[config.mk]
export PLATFORM = sky130hd
export DESIGN_NAME = rectangle_pair_relation_unit
export DESIGN_NICKNAME = d
export VERILOG_FILES = /design/src/rtl/rpr_pkg.sv /design/src/rtl/rpr_compare.sv /design/src/rtl/rpr_select.sv /design/src/rtl/rpr_gap.sv /design/src/rtl/rectangle_pair_relation_unit.sv
export SDC_FILE = /design/constraint.sdc
export NUM_CORES = 2
export LEC_CHECK = 0
export ABC_AREA = 1
export BUFFER_PORTS_ARGS = -buffer_cell sky130_fd_sc_hd__clkbuf_2
export CORE_UTILIZATION = 40
export CTS_BUF_LIST = sky130_fd_sc_hd__clkbuf_8
export DETAILED_ROUTE_END_ITERATION = 10
export PLACE_DENSITY_LB_ADDON = 0.15
export RECOVER_POWER = 25
export SLEW_MARGIN = 25
export SYNTH_ARGS = -nofsm -noshare
export SYNTH_HDL_FRONTEND = slang
export SYNTH_SLANG_ARGS = --single-unit
[constraint.sdc]
create_clock -name clk -period 21 [get_ports clk]
set_input_delay 2.1 -clock clk [delete_from_list [all_inputs] [get_ports clk]]
set_output_delay 2.1 -clock clk [all_outputs]
set_load 0.1 [all_outputs]
[src/rtl/rpr_pkg.sv]
// ----------------------------------------------------------------------------
// Rectangle pair relation package
// Widths, transaction types and stage records shared by the pipeline.
// ----------------------------------------------------------------------------
package rpr_pkg;

    localparam int COORD_BITS = 32;
    localparam int GAP_BITS   = COORD_BITS + 1;

    localparam logic signed [COORD_BITS-1:0] EMPTY_LO = COORD_BITS'(1);
    localparam logic signed [COORD_BITS-1:0] EMPTY_HI = {COORD_BITS{1'b1}};

    typedef logic signed [COORD_BITS-1:0] coord_t;
    typedef logic [GAP_BITS-1:0]          gap_t;

    typedef struct packed {
        coord_t a_left;
        coord_t a_bottom;
        coord_t a_right;
        coord_t a_top;
        coord_t b_left;
        coord_t b_bottom;
        coord_t b_right;
        coord_t b_top;
    } pair_t;

    typedef struct packed {
        coord_t union_left;
        coord_t union_bottom;
        coord_t union_right;
        coord_t union_top;
        coord_t meet_left;
        coord_t meet_bottom;
        coord_t meet_right;
        coord_t meet_top;
        logic   overlaps;
        logic   a_holds_b;
        gap_t   gap_distance;
        logic   gap_valid;
    } rel_t;

    typedef struct packed {
        logic a_empty;
        logic b_empty;
        logic x_lo_a_less;
        logic x_lo_b_less;
        logic x_hi_a_more;
        logic x_hi_b_more;
        logic x_b_right;
        logic x_a_right;
        logic y_lo_a_less;
        logic y_lo_b_less;
        logic y_hi_a_more;
        logic y_hi_b_more;
        logic y_b_above;
        logic y_a_above;
    } cmp_t;

    typedef struct packed {
        pair_t pair;
        cmp_t  cmp;
    } stg1_t;

    typedef struct packed {
        rel_t rel;
        gap_t dx;
        gap_t dy;
    } stg2_t;

endpackage

[src/rtl/rpr_compare.sv]
// ----------------------------------------------------------------------------
// Rectangle pair relation compare stage
// Registers the box pair with every coordinate comparison the later
// stages select on.
// ----------------------------------------------------------------------------
module rpr_compare (
    input  logic           clk,
    input  logic           rst_n,
    input  logic           adv,
    input  logic           valid,
    input  rpr_pkg::pair_t pair,
    output logic           stg_valid,
    output rpr_pkg::stg1_t stg
);
    import rpr_pkg::*;

    logic  valid_reg;
    stg1_t data_reg;
    stg1_t data_next;

    always_comb
    begin
        data_next.pair = pair;
        data_next.cmp.a_empty = (pair.a_right < pair.a_left) || (pair.a_top < pair.a_bottom);
        data_next.cmp.b_empty = (pair.b_right < pair.b_left) || (pair.b_top < pair.b_bottom);
        data_next.cmp.x_lo_a_less = pair.a_left < pair.b_left;
        data_next.cmp.x_lo_b_less = pair.b_left < pair.a_left;
        data_next.cmp.x_hi_a_more = pair.a_right > pair.b_right;
        data_next.cmp.x_hi_b_more = pair.b_right > pair.a_right;
        data_next.cmp.x_b_right   = pair.b_left > pair.a_right;
        data_next.cmp.x_a_right   = pair.a_left > pair.b_right;
        data_next.cmp.y_lo_a_less = pair.a_bottom < pair.b_bottom;
        data_next.cmp.y_lo_b_less = pair.b_bottom < pair.a_bottom;
        data_next.cmp.y_hi_a_more = pair.a_top > pair.b_top;
        data_next.cmp.y_hi_b_more = pair.b_top > pair.a_top;
        data_next.cmp.y_b_above   = pair.b_bottom > pair.a_top;
        data_next.cmp.y_a_above   = pair.a_bottom > pair.b_top;
    end

    always_ff @(posedge clk or negedge rst_n)
    begin
        if (!rst_n)
        begin
            valid_reg <= 1'b0;
        end
        else if (adv)
        begin
            valid_reg <= valid;
        end
    end

    always_ff @(posedge clk)
    begin
        if (adv && valid)
        begin
            data_reg <= data_next;
        end
    end

    assign stg_valid = valid_reg;
    assign stg       = data_reg;

endmodule

[src/rtl/rpr_select.sv]
// ----------------------------------------------------------------------------
// Rectangle pair relation select stage
// Picks the union and intersection corners, forms the relation flags and
// the per-axis gaps.
// ----------------------------------------------------------------------------
module rpr_select (
    input  logic           clk,
    input  logic           rst_n,
    input  logic           adv,
    input  logic           valid,
    input  rpr_pkg::stg1_t stg_in,
    output logic           stg_valid,
    output rpr_pkg::stg2_t stg
);
    import rpr_pkg::*;

    logic  valid_reg;
    stg2_t data_reg;
    stg2_t data_next;
    pair_t p;
    cmp_t  c;
    logic  both;
    logic  ov;

    function automatic gap_t diff(input coord_t hi, input coord_t lo);
        gap_t hx;
        gap_t lx;
        hx = {hi[COORD_BITS-1], hi};
        lx = {lo[COORD_BITS-1], lo};
        return hx - lx;
    endfunction

    always_comb
    begin
        p    = stg_in.pair;
        c    = stg_in.cmp;
        both = !c.a_empty && !c.b_empty;
        ov   = both && !(c.x_b_right || c.x_a_right || c.y_b_above || c.y_a_above);

        if (c.a_empty && c.b_empty)
        begin
            data_next.rel.union_left   = EMPTY_LO;
            data_next.rel.union_bottom = EMPTY_LO;
            data_next.rel.union_right  = EMPTY_HI;
            data_next.rel.union_top    = EMPTY_HI;
        end
        else if (c.a_empty)
        begin
            data_next.rel.union_left   = p.b_left;
            data_next.rel.union_bottom = p.b_bottom;
            data_next.rel.union_right  = p.b_right;
            data_next.rel.union_top    = p.b_top;
        end
        else if (c.b_empty)
        begin
            data_next.rel.union_left   = p.a_left;
            data_next.rel.union_bottom = p.a_bottom;
            data_next.rel.union_right  = p.a_right;
            data_next.rel.union_top    = p.a_top;
        end
        else
        begin
            data_next.rel.union_left   = c.x_lo_a_less ? p.a_left   : p.b_left;
            data_next.rel.union_bottom = c.y_lo_a_less ? p.a_bottom : p.b_bottom;
            data_next.rel.union_right  = c.x_hi_a_more ? p.a_right  : p.b_right;
            data_next.rel.union_top    = c.y_hi_a_more ? p.a_top    : p.b_top;
        end

        if (ov)
        begin
            data_next.rel.meet_left   = c.x_lo_a_less ? p.b_left   : p.a_left;
            data_next.rel.meet_bottom = c.y_lo_a_less ? p.b_bottom : p.a_bottom;
            data_next.rel.meet_right  = c.x_hi_a_more ? p.b_right  : p.a_right;
            data_next.rel.meet_top    = c.y_hi_a_more ? p.b_top    : p.a_top;
        end
        else
        begin
            data_next.rel.meet_left   = EMPTY_LO;
            data_next.rel.meet_bottom = EMPTY_LO;
            data_next.rel.meet_right  = EMPTY_HI;
            data_next.rel.meet_top    = EMPTY_HI;
        end

        data_next.rel.overlaps     = ov;
        data_next.rel.a_holds_b    = both && !c.x_lo_b_less && !c.x_hi_b_more
                                     && !c.y_lo_b_less && !c.y_hi_b_more;
        data_next.rel.gap_distance = '0;
        data_next.rel.gap_valid    = both;

        if (c.x_b_right)
        begin
            data_next.dx = diff(p.b_left, p.a_right);
        end
        else if (c.x_a_right)
        begin
            data_next.dx = diff(p.a_left, p.b_right);
        end
        else
        begin
            data_next.dx = '0;
        end

        if (c.y_b_above)
        begin
            data_next.dy = diff(p.b_bottom, p.a_top);
        end
        else if (c.y_a_above)
        begin
            data_next.dy = diff(p.a_bottom, p.b_top);
        end
        else
        begin
            data_next.dy = '0;
        end
    end

    always_ff @(posedge clk or negedge rst_n)
    begin
        if (!rst_n)
        begin
            valid_reg <= 1'b0;
        end
        else if (adv)
        begin
            valid_reg <= valid;
        end
    end

    always_ff @(posedge clk)
    begin
        if (adv && valid)
        begin
            data_reg <= data_next;
        end
    end

    assign stg_valid = valid_reg;
    assign stg       = data_reg;

endmodule

[src/rtl/rpr_gap.sv]
// ----------------------------------------------------------------------------
// Rectangle pair relation gap stage
// Adds the axis gaps with saturation (zero when either box is empty) and
// holds the finished transaction in the output register.
// ----------------------------------------------------------------------------
module rpr_gap (
    input  logic           clk,
    input  logic           rst_n,
    input  logic           adv,
    input  logic           valid,
    input  rpr_pkg::stg2_t stg_in,
    output logic           rel_valid,
    output rpr_pkg::rel_t  rel_info
);
    import rpr_pkg::*;

    logic              valid_reg;
    rel_t              data_reg;
    rel_t              data_next;
    logic [GAP_BITS:0] sum;

    always_comb
    begin
        sum       = {1'b0, stg_in.dx} + {1'b0, stg_in.dy};
        data_next = stg_in.rel;
        if (!stg_in.rel.gap_valid)
        begin
            data_next.gap_distance = '0;
        end
        else if (sum[GAP_BITS])
        begin
            data_next.gap_distance = '1;
        end
        else
        begin
            data_next.gap_distance = sum[GAP_BITS-1:0];
        end
    end

    always_ff @(posedge clk or negedge rst_n)
    begin
        if (!rst_n)
        begin
            valid_reg <= 1'b0;
        end
        else if (adv)
        begin
            valid_reg <= valid;
        end
    end

    always_ff @(posedge clk)
    begin
        if (adv && valid)
        begin
            data_reg <= data_next;
        end
    end

    assign rel_valid = valid_reg;
    assign rel_info  = data_reg;

endmodule

[src/rtl/rectangle_pair_relation_unit.sv]
// ----------------------------------------------------------------------------
// Rectangle pair relation unit
// Union, intersection, overlap, containment and Manhattan gap of two
// axis-aligned boxes, in a three-stage pipeline.
//
//   channel   signals                          transaction
//   box       box_valid, box_stall, box_pair   one pair of boxes A and B
//   rel       rel_valid, rel_stall, rel_info   one relation result
//
// One pair per cycle sustained unless rel_stall holds back a result.
// Stages: coordinate compares, corner select and axis gaps, gap sum.
// Each stage loads when it is empty or its contents move on, so bubbles close.
// Reset clears the stage valid bits only.
// ----------------------------------------------------------------------------
module rectangle_pair_relation_unit (
    input  logic           clk,
    input  logic           rst_n,
    input  logic           box_valid,
    output logic           box_stall,
    input  rpr_pkg::pair_t box_pair,
    output logic           rel_valid,
    input  logic           rel_stall,
    output rpr_pkg::rel_t  rel_info
);
    import rpr_pkg::*;

    logic  s1_valid;
    logic  s2_valid;
    stg1_t s1;
    stg2_t s2;
    logic  adv1;
    logic  adv2;
    logic  adv3;

    assign adv3      = !rel_valid || !rel_stall;
    assign adv2      = !s2_valid || adv3;
    assign adv1      = !s1_valid || adv2;
    assign box_stall = !adv1;

    rpr_compare u_compare (
        .clk       (clk),
        .rst_n     (rst_n),
        .adv       (adv1),
        .valid     (box_valid),
        .pair      (box_pair),
        .stg_valid (s1_valid),
        .stg       (s1)
    );

    rpr_select u_select (
        .clk       (clk),
        .rst_n     (rst_n),
        .adv       (adv2),
        .valid     (s1_valid),
        .stg_in    (s1),
        .stg_valid (s2_valid),
        .stg       (s2)
    );

    rpr_gap u_gap (
        .clk       (clk),
        .rst_n     (rst_n),
        .adv       (adv3),
        .valid     (s2_valid),
        .stg_in    (s2),
        .rel_valid (rel_valid),
        .rel_info  (rel_info)
    );

endmodule

* Yosys cells after proc, flatten, opt, wreduce, memory -nomap -nowiden
Cells that the tools add are included.
Operators by class: $add $sub $neg 5, multiply operators 0, divide/modulo/power cells 0, $lt $le $gt $ge 16, equal/unequal tests 0, shift-type cells 0, multiplexer cells 15, bitwise operators 0, reductions and logical operators 30
Operators by type and width (count):
- 32-bit greater-than comparator | 8
- 32-bit < comparator | 8
- 128-bit 2-to-1 mux | 2
- 32-bit 2-to-1 mux | 8
- 33-bit 2-to-1 mux | 5
- 32-bit by 32-bit subtractor with 33-bit output | 4
- 33-bit by 33-bit adder with 34-bit output | 1
- 1-bit zero test | 12
- 1-bit logical AND | 10
- 1-bit logical OR | 8
Storage, ports and cells: register bits 890, bits in latches 0, bits in writable memories 0, memory bits (read-only) 0, input port bits 260, output and inout bits 294, word-level logic and storage cells 116, memories kept 0

* Longest topological paths before layout
depth in word-level cells 6, mapped depth 16, depth with buffers taken out 16

* By module
From an unflattened synthesis, not the netlist that was laid out.
Unflattened totals: cells, all modules 6162, area total of the unflattened synthesis 54070.6 um2
Modules (own cells, without submodules):
- rpr_select | instances 1, cells an instance 3437, area an instance 24298.3 um2, seq. area each 9784.4 um2
- rpr_compare | instances 1, cells an instance 1794, area an instance 17865.9 um2, seq. area each 8132.8 um2
- rpr_gap | instances 1, cells an instance 926, area an instance 11876.4 um2, seq. area each 8793.4 um2
- rectangle_pair_relation_unit | instances 1, cells an instance 5, area an instance 30.0 um2, seq. area each 0.0 um2

* Worst setup path before layout
No wires, ideal clock.
kind in2reg, from input port rel_stall, to register u_gap.data_reg, in the netlist u_gap.rel_info[0], enable pin, setup time 1042 ps, arrival 15763 ps, data required time 19958 ps, path slack 4195 ps, stages on the path 1, path buffers 0, cell sequence a21oi_1
Between the ends: longest elaborated chain between the ends 3
RTL lines:
- start: declaration | RTL line rectangle_pair_relation_unit.sv:22 | input logic rel_stall,
- 1-bit zero test | RTL line rectangle_pair_relation_unit.sv:35 | assign adv3 = !rel_valid || !rel_stall;
- 1-bit logical OR | RTL line rectangle_pair_relation_unit.sv:35
- 1-bit logical AND | RTL line rpr_gap.sv:54 | if (adv && valid)
- end signal: assignment | RTL line rpr_gap.sv:56 | data_reg <= data_next;
- end: declaration | RTL line rpr_gap.sv:18 | rel_t data_reg;
No other way between the ends. A chain may end at the register's enable or synchronous reset.

* Final worst setup path
from input port rel_stall, to output port box_stall
Between the ends: longest elaborated chain between the ends 5
RTL lines:
- 1-bit zero test | RTL line rectangle_pair_relation_unit.sv:35
- 1-bit logical OR | RTL line rectangle_pair_relation_unit.sv:35
- 1-bit logical OR | RTL line rectangle_pair_relation_unit.sv:36 | assign adv2 = !s2_valid || adv3;
- 1-bit logical OR | RTL line rectangle_pair_relation_unit.sv:37 | assign adv1 = !s1_valid || adv2;
- 1-bit zero test | RTL line rectangle_pair_relation_unit.sv:38 | assign box_stall = !adv1;
- end: declaration | RTL line rectangle_pair_relation_unit.sv:19 | output logic box_stall,
No other way between the ends.

==> results.md <==
Timing:
- Hold timing on the final database bottoms out at a slack of 0.408 ns.
- For the pin with the worst max-slew slack, the measured transition is 1.16 ns.
- The clock period could shrink to 5.34 ns.
- The aggregate negative setup slack is 0 ns.
- The largest clock skew in the final design is 0.0458 ns.
- The tightest slew margin relative to the limit is 22.4%.
- Setup violations remaining at the end of the flow were counted as 0.
- The max-slew violation total from the final report is 0.
- The final-report hold violation count came to 0.
- Dividing the final minimum period by the clock period gives 25.4%.
- Setup repair after global routing left no endpoint under its margin.
- Timing would allow up to 187 MHz.

CTS:
- The clock net sink count is 890.
- The number of clock buffers added by TritonCTS is 159.
- Clock-pin slew was measured on the worst setup and hold paths at 0.06 ns.
- The clock latency on the worst-skew pair is 0.90 ns.
- The clock passes through at most 3 buffers.
- After clock tree synthesis, the setup repair step added 0 buffers.
- The clock tree from TritonCTS is yes.
- Gates resized during post-CTS repair numbered 0.
- The hold-fix buffer count after cts is 0.
- The cell sitting at the root of the clock tree is a clkbuf_8.
- The number of H-tree levels is 4.

Worst setup path:
- The slowest stage of the critical path is the clkbuf_2 cell.
- The critical path endpoint category is an output port.
- Counting both buffers and inverters, the worst setup path holds a total of 3.
- The critical path launch point type is an input port.
- The critical setup path kind is input port to output port.
- The signal on the critical path passes through clkbuf_1 > nand2_1 > nor2_1 > inv_1 > nor2_1 > clkbuf_2.
- The cell that appears most often on the critical path is nor2_1.
- Along the worst path, the maximum fanout reaches 4.
- Data arrives at the worst endpoint at 3.24 ns.
- The cell family contributing the most delay on the critical path is buffers and inverters.
- The largest single stage delay on the critical path is 0.51 ns.
- The required time reported for the critical path endpoint is 18.90 ns.

Floorplanning:
- The number of placement rows is 131.
- The core region is 0.128 mm^2.
- In this run the horizontal extent of the chip is 362 um.
- The die covers 0.131 mm^2.
- Measured along the y axis, the die boundary spans 362 um.
- The count of pins on the block boundary is 554.
- The initial core utilization is 40.5%.

Cells and area:
- The final instance count without filler cells is 8130.
- The net count of the finished layout is 7077.
- The area growth from synthesis to final layout is 14.8%.
- The proportion of layout cells with a drive suffix above 1 is 9.08%.
- The layout has 12613 filler cells.

Flow run:
- The tool flagged a number of max-cap violations equal to 0.

Yosys:
- The flip-flop cell with the highest count after synthesis is edfxtp_1.
- The share of the Yosys chip area taken by registers is 51.5%.
- The top cell type by area accounts for 51.3% of the synthesized area.
- The count of mapped cells out of synthesis is 5626.
- After synthesis, the most frequently instantiated cells are nand2_1, inv_1, edfxtp_1.
- Of all flip-flops after synthesis, the portion carrying an async set or reset was 0.337%.
- Summing the areas of all compound-gate instances in the mapped netlist gives 9.74% of the synthesized area.
- By area the synthesized netlist is led by edfxtp_1, ha_1, nand2_1.
- The most common cell in the synthesized netlist is nand2_1.
- Of the post-synthesis cell area, the part taken by muxes is 0%.
- Dividing the synthesized area by the synthesized cell count gives 9.22 um^2.
- The number of flops mapped to enable cells by yosys is 887.
- The parity-gate share of the synthesized area counting xor and xnor cells is 0.642%.
- The cell accounting for the most synthesized area is edfxtp_1.
- After synthesis the cells add up to 0.0519 mm^2.
- The flip-flop and latch count after synthesis is 890.
- The number of warnings reported in the yosys synthesis log is 0.
- After Yosys synthesis, and, or, nand and nor cells account for 17.6% of the synthesized area.
- The main combinational cell family by area after synthesis is simple AND/OR/NAND/NOR gates.
- Counting distinct cell types in the post-synthesis netlist gives 44.
- Summing the areas of all fa, ha and maj instances in the mapped netlist gives 13.2% of the synthesized area.
- The post-synthesis net count is 6432.

Detailed routing:
- The detailed-router iteration count before antenna repair is 6.
- The total number of vias is 42397.
- Dividing the detail-routed via count by the number of cells gives 5.21.
- The count of nets left with antenna violations once routing finished came out at 0.
- The first-iteration detailed-routing DRC count is 4828.
- The routed design has 180 mm of wire.
- The routed wirelength normalized by instance count is 22.1 um.
- The number of remaining DRC errors is 0.

Placement:
- The final estimated routing congestion in global placement is 0.986.
- The post-DP HPWL is 142 mm.
- Once placement completed, the tool counted placed cells totaling 7839.
- The number of buffer cells added on primary ports is 553.

Min path:
- The classification of the worst-slack hold path is flip-flop to flip-flop.

Pwr:
- The worst-case vdd ir drop is 0.0702 mV.
- Dividing total power by cell area gives a power density of 91.0 mW/mm^2.
- The overall power consumption is 5.42 mW.
- The leakage power summed over all cells is 26.6 nW.

Global routing:
- The initial antenna violation count came to 6.
- The first global-routing pass estimated 259 mm of wire.
- Entering global routing, the biggest net connects 145 pins.
- The global router's overall resource usage is 27.0%.
- The number of global-route vias before repair is 39167.
- Summed over all layers, the global routing overflow is 0.

Status:
- The run finished with clean final reports.
## area by class of cell
class	count	area (um^2)	share of cell area (%)
Multi-Input combinational cell	3737	21400	36.0
Sequential cell	890	26700	44.9
Clock buffer	160	2200	3.70
Antenna cell	3	7.51	0.0126
Clock inverter	128	961	1.61
Tap cell	1729	2160	3.63
Timing Repair Buffer	581	2670	4.49
Inverter	902	3390	5.70
## layout by cell type, fill, tap and decap left out, types with 6 or more instances in the layout
master	instances
a21oi_1	438
buf_4	26
bufinv_16	12
clkbuf_1	256
clkbuf_2	297
clkbuf_8	160
clkinv_1	32
clkinv_2	30
clkinvlp_4	6
edfxtp_1	887
ha_1	541
inv_1	930
inv_8	6
nand2_1	1425
nand2_2	7
nand3_1	210
nand3b_1	39
nand4_1	32
nor2_1	434
nor3_1	64
nor4_1	11
o211ai_1	136
o21a_1	21
o21ai_0	251
o21ai_1	19
o21bai_1	17
o22ai_1	10
xnor2_1	18
xor2_1	20
## worst register-to-register path, stage by stage (launching register included)
cell      delay, ns
edfxtp_1       0.58
nor2_1         0.66
nand4_4        0.15
inv_2          0.75
buf_4          0.67
o211ai_1       0.33
## cells by family (layout without fill, tap and decap cells)
| group | after synthesis | in the layout |
|---|---|---|
| xor+xnor | 38 | 38 |
| flops | 890 | 890 |
| simple gates | 2242 | 2242 |
| buf+inv | 999 | 1771 |
| compound gates | 911 | 911 |
| other cells | 0 | 3 |
| fa+ha+maj | 546 | 546 |
## routing by layer
layer	track usage [%]	up-vias	routed length (um)
met2	39.1	1736	75000
met1	41.0	20122	86700
li1	-	20307	-
met5	0	-	26
met3	4.94	228	14000
met4	7.11	4	4100
## sequential cells by signal, indices dropped and copies added, names as in the netlist
signal               cells
u_select.stg           325
u_compare.stg_valid      1
u_gap.rel_info         292
u_gap.rel_valid          1
u_compare.stg          270
u_select.stg_valid       1
## power by group
part	switching [mW]	leakage (nW)	internal (mW)
Combinational	1.16	16.7	0.341
Sequential	0.0953	8.22	2.17
Clock	0.782	1.75	0.872
Total	2.04	26.6	3.38
## per-stage QoR
step	area, um^2	util [%]	setup WS, ns
after floorplan	51900	-	4.19
after global placement	56700	44.2	15.67
after detailed placement	56700	44.2	15.71
after CTS	59900	46.7	15.71
after global routing	59500	46.4	15.55
final	59500	46.5	15.66
## path summary, 6_finish.rpt
| path | startpoint | endpoint | slack, ns | cells past startpoint |
|---|---|---|---|---|
| setup / recovery | rel_stall | box_stall | 15.66 | 6 |
| hold / removal | u_select.stg[263] | u_gap.rel_info[197] | 0.41 | 0 |
| setup reg to reg | u_compare.stg[13] | u_select.stg[136] | 17.55 | 5 |
| hold reg to reg | u_select.stg[263] | u_gap.rel_info[197] | 0.41 | 0 |
| max in group asynchronous | rst_n | u_select.stg_valid | 19.83 | 1 |
| min in group asynchronous | rst_n | u_gap.rel_valid | 1.02 | 1 |
Note: power is estimated with default switching activity, not from simulation.
